`config.mk`:
```
export PLATFORM = sky130hd
export DESIGN_NAME = interrupt_vector_run_allocator_top
export DESIGN_NICKNAME = d
export VERILOG_FILES = /design/src/hdl/ivra_pkg.sv /design/src/hdl/interrupt_vector_run_allocator_top.sv /design/src/hdl/ivra_bitmap_ram.sv
export SDC_FILE = /design/constraint.sdc
export NUM_CORES = 1
export LEC_CHECK = 0
export BUFFER_PORTS_ARGS = -buffer_cell sky130_fd_sc_hd__buf_2
export CAP_MARGIN = 20
export CORE_ASPECT_RATIO = 0.5
export CORE_MARGIN = 2
export CORE_UTILIZATION = 55
export CTS_CLUSTER_SIZE = 24
export DETAILED_ROUTE_END_ITERATION = 16
export PLACE_DENSITY = 0.73
export SYNTH_ARGS = -nofsm -noshare
export SYNTH_HDL_FRONTEND = slang
export SYNTH_SLANG_ARGS = --single-unit
```
`constraint.sdc`:
```
create_clock -name aclk -period 19.8 [get_ports aclk]
set_clock_uncertainty 0.2 [all_clocks]
set_input_delay 3.96 -clock aclk [delete_from_list [all_inputs] [get_ports aclk]]
set_output_delay 3.96 -clock aclk [all_outputs]
set_load 0.02 [all_outputs]
```
`src/hdl/ivra_pkg.sv`:
```
`default_nettype none
package ivra_pkg;

    // Default size of each vector bitmap
    localparam int IVRA_NUM_VECTORS = 256;

    // First vector of the scan for the base level, and the log2 of the block size per level
    localparam int IVRA_SCAN_BASE   = 32;
    localparam int IVRA_BLOCK_SHIFT = 4;

    // Reset value of base_level
    localparam logic [3:0] IVRA_BASE_LEVEL_RESET = 4'd2;

    // Request modes
    localparam logic IVRA_MODE_ALLOC = 1'b0;
    localparam logic IVRA_MODE_FREE  = 1'b1;

    // Result status codes
    localparam logic [1:0] IVRA_ST_OK       = 2'd0;
    localparam logic [1:0] IVRA_ST_NO_ROOM  = 2'd1;
    localparam logic [1:0] IVRA_ST_LOW_LVL  = 2'd2;
    localparam logic [1:0] IVRA_ST_ZERO_LEN = 2'd3;

    // Request word
    typedef struct packed {
        logic       mode;
        logic [8:0] run_length;
        logic [3:0] priority_level;
        logic       want_shared;
        logic [7:0] first_vector;
    } ivra_req_t;

    // Result word
    typedef struct packed {
        logic [7:0] granted_vector;
        logic [1:0] status;
    } ivra_rsp_t;

endpackage
`default_nettype wire

```
`src/hdl/interrupt_vector_run_allocator_top.sv`:
```
`default_nettype none
// Interrupt vector run allocator. Two bitmaps of NUM_VECTORS bits (exclusive and
// shareable) live in single-port-write, registered-read memories. After reset the
// block clears both maps and takes no request meanwhile; cfg_wr_en writes
// base_level at any time. An allocate scans the maps one vector a cycle from
// 32 + (priority_level - base_level) * 16 with a run counter up to the hit; a
// shared request that finds no run free in both maps makes a second pass against
// the exclusive map alone. A hit is then marked vector by vector. A free clears
// the run vector by vector; rejected requests go straight to the result. The
// scan is bound by the one memory read port per map. One request is in work at
// a time; a finished result waits in the output register.
module interrupt_vector_run_allocator_top
    import ivra_pkg::*;
#(
    parameter int NUM_VECTORS = IVRA_NUM_VECTORS
) (
    input  wire logic       aclk,
    input  wire logic       aresetn,
    input  wire logic       cfg_wr_en,
    input  wire logic [3:0] cfg_wr_data,
    input  wire logic       s_valid,
    output logic            s_ready,
    input  wire ivra_req_t  s_data,
    output logic            m_valid,
    input  wire logic       m_ready,
    output ivra_rsp_t       m_data
);

    localparam int IDXW = $clog2(NUM_VECTORS);
    localparam int SW   = (IDXW + 1 > 9) ? IDXW + 1 : 9;
    localparam logic [SW-1:0] NUM_W  = SW'(NUM_VECTORS);
    localparam logic [SW-1:0] LAST_W = SW'(NUM_VECTORS - 1);

    typedef enum logic [2:0] {
        ST_CLEAR,
        ST_IDLE,
        ST_SCAN,
        ST_MARK,
        ST_FREE,
        ST_DONE
    } state_t;

    state_t          state_reg, state_next;
    logic [3:0]      base_level_reg;
    logic [SW-1:0]   work_addr_reg, work_addr_next;
    logic [SW-1:0]   issue_addr_reg, issue_addr_next;
    logic [SW-1:0]   eval_addr_reg, eval_addr_next;
    logic [SW-1:0]   start_reg, start_next;
    logic [SW-1:0]   cnt_reg, cnt_next;
    logic [SW-1:0]   at_reg, at_next;
    logic [8:0]      len_reg, len_next;
    logic [8:0]      remaining_reg, remaining_next;
    logic            pend_reg, pend_next;
    logic            shared_reg, shared_next;
    logic            both_reg, both_next;
    logic [1:0]      res_status_reg, res_status_next;
    logic [7:0]      res_granted_reg, res_granted_next;
    logic            m_valid_reg, m_valid_next;
    ivra_rsp_t       m_data_reg, m_data_next;

    logic            excl_we, shr_we, wr_bit;
    logic [IDXW-1:0] wr_addr;
    logic            excl_rd, shr_rd;
    logic [SW-1:0]   req_start;
    logic [SW-1:0]   cnt_inc;
    logic            issue_ok;
    logic            bit_free;

    ivra_bitmap_ram #(.DEPTH(NUM_VECTORS), .AW(IDXW)) u_excl_map (
        .aclk    (aclk),
        .wr_en   (excl_we),
        .wr_addr (wr_addr),
        .wr_data (wr_bit),
        .rd_addr (issue_addr_reg[IDXW-1:0]),
        .rd_data (excl_rd)
    );

    ivra_bitmap_ram #(.DEPTH(NUM_VECTORS), .AW(IDXW)) u_shr_map (
        .aclk    (aclk),
        .wr_en   (shr_we),
        .wr_addr (wr_addr),
        .wr_data (wr_bit),
        .rd_addr (issue_addr_reg[IDXW-1:0]),
        .rd_data (shr_rd)
    );

    // Scan start for the requested level
    assign req_start = SW'(IVRA_SCAN_BASE)
                     + (SW'(s_data.priority_level - base_level_reg) << IVRA_BLOCK_SHIFT);

    assign issue_ok = (issue_addr_reg < NUM_W);
    assign bit_free = !excl_rd && (!both_reg || !shr_rd);
    assign cnt_inc  = cnt_reg + SW'(1);

    assign s_ready = (state_reg == ST_IDLE);
    assign m_valid = m_valid_reg;
    assign m_data  = m_data_reg;

    // Map write port: clear pass, marking and freeing
    always_comb begin
        wr_addr = work_addr_reg[IDXW-1:0];
        wr_bit  = (state_reg == ST_MARK);
        excl_we = 1'b0;
        shr_we  = 1'b0;
        unique case (state_reg)
            ST_CLEAR: begin
                excl_we = 1'b1;
                shr_we  = 1'b1;
            end
            ST_MARK: begin
                excl_we = !shared_reg;
                shr_we  = shared_reg;
            end
            ST_FREE: begin
                excl_we = !shared_reg && (work_addr_reg < NUM_W);
                shr_we  = shared_reg && (work_addr_reg < NUM_W);
            end
            default: begin
            end
        endcase
    end

    // Sequencer
    always_comb begin
        state_next       = state_reg;
        work_addr_next   = work_addr_reg;
        issue_addr_next  = issue_addr_reg;
        eval_addr_next   = eval_addr_reg;
        start_next       = start_reg;
        cnt_next         = cnt_reg;
        at_next          = at_reg;
        len_next         = len_reg;
        remaining_next   = remaining_reg;
        pend_next        = 1'b0;
        shared_next      = shared_reg;
        both_next        = both_reg;
        res_status_next  = res_status_reg;
        res_granted_next = res_granted_reg;
        m_valid_next     = m_valid_reg && !m_ready;
        m_data_next      = m_data_reg;

        unique case (state_reg)
            ST_CLEAR: begin
                // Sweep both maps to zero
                if (work_addr_reg == LAST_W) begin
                    state_next = ST_IDLE;
                end else begin
                    work_addr_next = work_addr_reg + SW'(1);
                end
            end

            ST_IDLE: begin
                if (s_valid) begin
                    shared_next      = s_data.want_shared;
                    len_next         = s_data.run_length;
                    remaining_next   = s_data.run_length;
                    both_next        = 1'b1;
                    res_granted_next = 8'd0;
                    res_status_next  = IVRA_ST_OK;
                    if (s_data.mode == IVRA_MODE_FREE) begin
                        work_addr_next = SW'(s_data.first_vector);
                        if (s_data.run_length == 9'd0) begin
                            res_status_next = IVRA_ST_ZERO_LEN;
                            state_next      = ST_DONE;
                        end else begin
                            state_next = ST_FREE;
                        end
                    end else if (s_data.priority_level < base_level_reg) begin
                        res_status_next = IVRA_ST_LOW_LVL;
                        state_next      = ST_DONE;
                    end else if (s_data.run_length == 9'd0) begin
                        res_status_next = IVRA_ST_ZERO_LEN;
                        state_next      = ST_DONE;
                    end else if ((req_start >= NUM_W) || (SW'(s_data.run_length) > NUM_W)) begin
                        res_status_next = IVRA_ST_NO_ROOM;
                        state_next      = ST_DONE;
                    end else begin
                        start_next      = req_start;
                        issue_addr_next = req_start;
                        cnt_next        = '0;
                        state_next      = ST_SCAN;
                    end
                end
            end

            ST_SCAN: begin
                // Issue one read a cycle, judge the bit that comes back
                if (issue_ok) begin
                    issue_addr_next = issue_addr_reg + SW'(1);
                    eval_addr_next  = issue_addr_reg;
                    pend_next       = 1'b1;
                end
                if (pend_reg) begin
                    if (bit_free) begin
                        cnt_next = cnt_inc;
                    end else begin
                        cnt_next = '0;
                    end
                    if (bit_free && (cnt_inc == SW'(len_reg))) begin
                        at_next        = eval_addr_reg - SW'(len_reg) + SW'(1);
                        work_addr_next = eval_addr_reg - SW'(len_reg) + SW'(1);
                        remaining_next = len_reg;
                        pend_next      = 1'b0;
                        state_next     = ST_MARK;
                    end else if (eval_addr_reg == LAST_W) begin
                        pend_next = 1'b0;
                        if (both_reg && shared_reg) begin
                            // Retry against the exclusive map alone
                            both_next       = 1'b0;
                            issue_addr_next = start_reg;
                            cnt_next        = '0;
                        end else begin
                            res_status_next = IVRA_ST_NO_ROOM;
                            state_next      = ST_DONE;
                        end
                    end
                end
            end

            ST_MARK: begin
                // Set the run one vector a cycle
                if (remaining_reg == 9'd1) begin
                    res_granted_next = at_reg[7:0];
                    state_next       = ST_DONE;
                end else begin
                    work_addr_next = work_addr_reg + SW'(1);
                    remaining_next = remaining_reg - 9'd1;
                end
            end

            ST_FREE: begin
                // Clear the run, drop vectors past the top
                if ((remaining_reg == 9'd1) || (work_addr_reg >= LAST_W)) begin
                    state_next = ST_DONE;
                end else begin
                    work_addr_next = work_addr_reg + SW'(1);
                    remaining_next = remaining_reg - 9'd1;
                end
            end

            ST_DONE: begin
                // Hand the result over once the output register is free
                if (!m_valid_reg || m_ready) begin
                    m_valid_next               = 1'b1;
                    m_data_next.granted_vector = res_granted_reg;
                    m_data_next.status         = res_status_reg;
                    state_next                 = ST_IDLE;
                end
            end

            default: begin
                state_next = ST_IDLE;
            end
        endcase
    end

    // State and registered outputs
    always_ff @(posedge aclk) begin
        if (!aresetn) begin
            state_reg      <= ST_CLEAR;
            work_addr_reg  <= '0;
            pend_reg       <= 1'b0;
            m_valid_reg    <= 1'b0;
            base_level_reg <= IVRA_BASE_LEVEL_RESET;
        end else begin
            state_reg     <= state_next;
            work_addr_reg <= work_addr_next;
            pend_reg      <= pend_next;
            m_valid_reg   <= m_valid_next;
            if (cfg_wr_en) begin
                base_level_reg <= cfg_wr_data;
            end
        end
    end

    // Datapath registers
    always_ff @(posedge aclk) begin
        issue_addr_reg  <= issue_addr_next;
        eval_addr_reg   <= eval_addr_next;
        start_reg       <= start_next;
        cnt_reg         <= cnt_next;
        at_reg          <= at_next;
        len_reg         <= len_next;
        remaining_reg   <= remaining_next;
        shared_reg      <= shared_next;
        both_reg        <= both_next;
        res_status_reg  <= res_status_next;
        res_granted_reg <= res_granted_next;
        m_data_reg      <= m_data_next;
    end

endmodule
`default_nettype wire

```
`src/hdl/ivra_bitmap_ram.sv`:
```
`default_nettype none
module ivra_bitmap_ram #(
    parameter int DEPTH = 256,
    parameter int AW    = $clog2(DEPTH)
) (
    input  wire logic          aclk,
    input  wire logic          wr_en,
    input  wire logic [AW-1:0] wr_addr,
    input  wire logic          wr_data,
    input  wire logic [AW-1:0] rd_addr,
    output logic               rd_data
);

    logic mem [DEPTH];

    // Write one bit
    always_ff @(posedge aclk) begin
        if (wr_en) begin
            mem[wr_addr] <= wr_data;
        end
    end

    // Registered read
    always_ff @(posedge aclk) begin
        rd_data <= mem[rd_addr];
    end

endmodule
`default_nettype wire

```
# After elaboration in Yosys (flattened, before gate mapping)
# Memories as Yosys holds them, arrays and structs flattened. A register that Yosys moved wholly into a read port is not among the register bits.
# Index checks and enable logic that the tools add are counted.
[totals] mem_bits_rw=512 mem_count=2 ff_bits=102 input_bits=32 word_cells=187
[mem_list] memory="u_excl_map.mem" depth=256 word_bits=1 rd=1 rd_ports_with_merged_regs=1 write_ports=1 line_no="ivra_bitmap_ram.sv:14" text="logic mem [DEPTH];"
[mem_list] memory="u_shr_map.mem" depth=256 word_bits=1 rd=1 rd_ports_with_merged_regs=1 write_ports=1 line_no="ivra_bitmap_ram.sv:14"
[op_classes] n_bitwise=4 reduce_logical=36 n_mux=83 n_lt_le_gt_ge=6 n_addsub=8 eq_ne=30
[ops] op="2-to-1 mux 9 bit" count=32
[ops] op="one-hot mux 9 bit (5 select lines)" count=1
[ops] op="2-to-1 mux 3 bit" count=13
[ops] op="adder 9 x 1 -> 9 bit (second input constant)" count=4
[ops] op="!= test 2 bit (second input constant)" count=18
[ops] op="one-hot mux 9 bit (2 select lines)" count=2
[ops] op="one-hot mux 9 bit (4 select lines)" count=1
[ops] op="AND reduction 6 bit" count=5
[ops] op="equality test 9 x 8 -> 1 bit (second input constant)" count=2
[ops] op="< comparator 9 bit (second input constant)" count=2
[ops] op="2-to-1 mux 2 bit" count=9
[ops] op="one-hot mux 3 bit (6 select lines)" count=1
[ops] op="2-to-1 mux 1 bit" count=17
[ops] op="2-to-1 mux 8 bit" count=2
[ops] op="one-hot mux 8 bit (2 select lines)" count=1
[ops] op="AND reduction 8 bit" count=2
[ops] op="adder 6 x 9 -> 9 bit (first input constant)" count=1
[ops] op="equality test 9 x 1 -> 1 bit (second input constant)" count=1
[ops] op="equality test 9 bit" count=1
[ops] op=">= comparator 9 x 8 -> 1 bit (second input constant)" count=1
[ops] op=">= comparator 9 bit (second input constant)" count=1
[ops] op="greater-than comparator 9 bit (second input constant)" count=1
[ops] op="logical NOT 9 bit" count=1
[ops] op="subtractor 9 x 1 -> 9 bit (second input constant)" count=1
[ops] op="other kinds (22)" count=47

# Logic depth before layout (Yosys ltp)
[logic_depth] ltp_word=10 mapped_depth=13 mapped_depth_nobuf=13

# Hierarchy
# A second synthesis with hierarchy kept.
[unflattened] cells_unflattened=2097 hier_area_um2=27868.0
[modules_own_cells] module="ivra_bitmap_ram" cells_each=788 area_per_inst_um2=11128.2 n_inst=2 seq_area_each_um2=7707.4
[modules_own_cells] module="interrupt_vector_run_allocator_top" cells_each=521 area_per_inst_um2=5611.6 n_inst=1 seq_area_each_um2=2762.6

# Worst setup path before layout
# No wires, ideal clock.
[synth_path] path_kind="reg2reg" from="register state_reg[1]" to="memory u_excl_map.mem[0] (data pin)" path_stages_with_launch=5 setup_ns=1.846 setup_slack_ns=9.011 n_path_buf=2 arrival_time_ns=8.742 synth_period_minus_slack_ns=10.789 t_required_ns=17.754 cell_sequence="dfxtp_1 > clkbuf_1 > nand2_1 > nor2_1 > clkbuf_1"
[synth_via] elab_chain_cells=1
[synth_lines] element="start, declared" line_no="interrupt_vector_run_allocator_top.sv:43" text="state_t state_reg, state_next;"
[synth_lines] element="start signal, assigned" line_no="interrupt_vector_run_allocator_top.sv:266" text="state_reg <= state_next;"
[synth_lines] element="equality test 3 x 2 -> 1 bit" line_no="interrupt_vector_run_allocator_top.sv:102" text="wr_bit = (state_reg == ST_MARK);"
[synth_lines] element="named net u_excl_map.wr_data" line_no="ivra_bitmap_ram.sv:9" text="input wire logic wr_data,"
[synth_lines] element="end, declared" line_no="ivra_bitmap_ram.sv:14"
# The timed path passes the listed nets, and every way through them passes these cells.

# Final worst setup path
[layout_path] from="input port s_data[9] (netlist name)" to="register issue_addr_reg[2] (enable)"
[layout_via] elab_chain_cells=6 elab_cells_between_ends=8
[layout_lines] element="start, declared" line_no="interrupt_vector_run_allocator_top.sv:23" text="input wire ivra_req_t s_data,"
[layout_lines] element="subtractor 4 x 4 -> 5 bit" line_no="interrupt_vector_run_allocator_top.sv:89" text="+ (SW'(s_data.priority_level - base_level_reg) << IVRA_BLOCK_SHIFT);"
[layout_lines] element="adder 6 x 9 -> 9 bit" line_no="interrupt_vector_run_allocator_top.sv:89"
[layout_lines] element="named net req_start[8]" line_no="interrupt_vector_run_allocator_top.sv:64" text="logic [SW-1:0] req_start;"
[layout_lines] element=">= comparator 9 bit" line_no="interrupt_vector_run_allocator_top.sv:174" text="end else if ((req_start >= NUM_W) || (SW'(s_data.run_length) > NUM_W)) begin"
[layout_lines] element="logical OR 1 bit" line_no="interrupt_vector_run_allocator_top.sv:174"
[layout_lines] element="!= test 2 bit (no source line)"
[layout_lines] element="AND reduction 6 bit (no source line)"
[layout_lines] element="end signal, assigned" line_no="interrupt_vector_run_allocator_top.sv:278" text="issue_addr_reg <= issue_addr_next;"
[layout_lines] element="end, declared" line_no="interrupt_vector_run_allocator_top.sv:46" text="logic [SW-1:0] issue_addr_reg, issue_addr_next;"
# The timed path passes the listed nets, and every way through them passes these cells.
# A chain may end at the register's enable or synchronous reset.

==> flow_summary.json <==
{
  "crit_path_end_kind": "flop",
  "drt_iter0_drc": 2310,
  "die_h_microns": 162,
  "fin_crit_ns": 6.52,
  "async_reset_ff_share_pct": 0,
  "cts.sinks": 612,
  "wl_met2_microns": 30000,
  "numPortBuffers": 43,
  "design_area_sq_um": 29900,
  "status": "complete, no violations",
  "cts_setup_buffers": 0,
  "routabilityCongestion": 0.880,
  "fin_nets": 2035,
  "cts_tree": "built",
  "h-tree-depth": 2,
  "detailed_place_hpwl_microns": 38300,
  "syn_area_sq_um": 27500,
  "synth_fp_nets": 2061,
  "post_cts_resized": 0,
  "synth_cells": 1997,
  "critPathKind": "input pin to flop",
  "timing.final.crit_share_pct": 32.9,
  "crit_fanout": 9,
  "synth-edff-count": 592,
  "cts_hold_buffers": 0,
  "tightest_slew_ns": 1.19,
  "antenna_found_initial": 0,
  "placed_cell_area_sq_um": 28100,
  "vias": 16800,
  "setup_viol": 0,
  "hold_depth": 0,
  "mostFrequentLayoutCells": "edfxtp_1, nor2_1, mux4_2, nand2_1, a22oi_1",
  "ir_worst_vdd_mv": 0.0838,
  "crit_required_ns": 19.85,
  "fin_setup_tns_ns": 0,
  "m1WireLength_microns": 25900,
  "dp.cells": 2564,
  "num_io_pins": 44,
  "fp.dieW_microns": 320,
  "grt_use_total_pct": 24.9,
  "cts.clk_slew.worst_paths_ns": 0.06,
  "ff2ff_path_depth": 8,
  "rsz0062_at_grt": "false",
  "ys_warn_count": 0,
  "dr.max_layer_used": "met4",
  "ys_seq_elements": 612,
  "grt_pass1_wl_microns": 96900,
  "relSlewSlack_pct": 20.0,
  "grt_max_degree": 129,
  "cts_buffers": 53,
  "finalHoldViolCount": 0,
  "fin_util_pct": 61.1,
  "leakagePower_nw": 9.18,
  "vias_per_cell": 6.31,
  "overflow": 0,
  "drc": 0,
  "syn_avg_cell_area_sq_um": 13.8,
  "synth_cell_types": 73,
  "start_util_pct": 56.2,
  "worstSetupStartpointType": "input pin",
  "hold_path_class": "flop to flop",
  "cp_data_arrival_time_ns": 6.57,
  "die_area_sq_um": 51900,
  "row_count": 57,
  "met3_wirelength_microns": 7290,
  "core_sq_um": 48900,
  "drv_cap": 0,
  "wire_per_inst_microns": 24.1,
  "grt_pass1_vias": 16100,
  "root_buffer": "clkbuf_16",
  "ant_nets": 0,
  "final_cell_count_no_fill": 2663,
  "area_growth_syn_to_layout_pct": 8.70,
  "routed_wl_microns": 64200,
  "drive_gt1_share_pct": 15.1,
  "ctsLongestPathBuffers": 3,
  "clk_latency_ns": 0.60,
  "final_max_slew_viol_count": 0,
  "n_antenna_cell": 0,
  "ys.flop_type": "edfxtp_1",
  "yosysSeqAreaShare_pct": 66.1,
  "fmax_mhz": 153,
  "final_common_cell": "edfxtp_1",
  "power.density_nw_per_um2": 92.8,
  "drtPass1Iterations": 5
}
area by class of cell:
class,count,area (sq um)
multi-input cells,1190,8530
fillers,3557,19000
well taps,649,812
clock inverters,34,377
inverters,40,150
clock buffers,64,1380
flip-flops and latches,612,18200
repair buffers,74,480
logic make-up after synthesis:
logic type	after synthesis	share of synthesized area, %
AND/OR/NAND/NOR	760	11.4
flip-flops	612	66.1
AO/OA/AOI/OAI	208	5.24
buffers and inverters	195	2.98
multiplexers	144	11.2
XOR/XNOR	46	1.61
adder cells (fa/ha/maj)	32	1.51
stage by stage:
stage,total power [W],worst slack (ns),hold WS [ns]
after global placement,0.00173,12.86,0.201
final,0.00278,13.28,0.219
after floorplan,0.00164,9.01,0.200
after CTS,0.00278,13.37,0.220
after detailed placement,0.00173,12.73,0.205
after global routing,0.00285,13.17,0.226
cells in the mapped netlist (all sizes together) (2+ instances only):
master	instances	area share (%)
mux2i	14	0.51
clkbuf	128	1.8
o21a	3	0.082
a22oi	72	2.0
ha	30	1.4
nor4	9	0.23
xnor2	27	0.86
buf	27	0.66
a21oi	64	1.2
a211oi	9	0.39
nor2b	12	0.27
fa	2	0.15
and2	12	0.28
xnor3	3	0.25
a221oi	7	0.25
and3	5	0.11
o221ai	2	0.064
or3	3	0.086
edfxtp	592	65
o21ai	23	0.42
o41ai	4	0.13
a2111oi	2	0.13
clkinv	2	0.027
nor4b	2	0.064
nor2	574	7.8
nor3	11	0.20
nand4	7	0.18
or2	6	0.14
inv	38	0.52
nand2b	13	0.30
or4	2	0.068
a31oi	4	0.091
mux4	128	11
nand3	18	0.33
nand2	81	1.1
mux2	2	0.082
xor2	16	0.51
dfxtp	20	1.5
a21o	4	0.11
o22ai	2	0.045
critical path: stages:
cell and delay, ns:
buf_2 0.10, inv_1 0.07, ha_1 0.15, inv_1 0.05, fa_1 0.42, a21o_1 0.20
o21ai_0 0.20, mux2i_1 0.12, a211oi_1 0.69, or4_1 0.31, nand2_1 0.29
routing by layer:
metal	up-vias	global-route usage, %
met5	-	0
li1	7283	-
met4	0	5.83
met1	8559	35.8
met3	82	6.12
met2	871	38.9
where the power goes:
| part | internal [W] | switching (W) | total (W) |
|---|---|---|---|
| combinational | 0.0000616 | 0.000195 | 0.000256 |
| sequential | 0.00143 | 0.0000231 | 0.00145 |
| clock | 0.000591 | 0.000476 | 0.00107 |
| total | 0.00208 | 0.000694 | 0.00278 |
worst paths after layout:
path | startpoint | end | slack [ns]
setup / recovery | s_data[9] | issue_addr_reg[2]$_SDFFCE_PN0P_ | 13.28
hold / removal | res_granted_reg[4]$_SDFFCE_PN0P_ | m_data[6]$_DFFE_PP_ | 0.22
setup reg to reg | issue_addr_reg[1]$_SDFFCE_PN0P_ | u_shr_map.rd_data$_DFF_P_ | 15.87
hold reg to reg | res_granted_reg[4]$_SDFFCE_PN0P_ | m_data[6]$_DFFE_PP_ | 0.22
(Power assumes the default switching activity.)
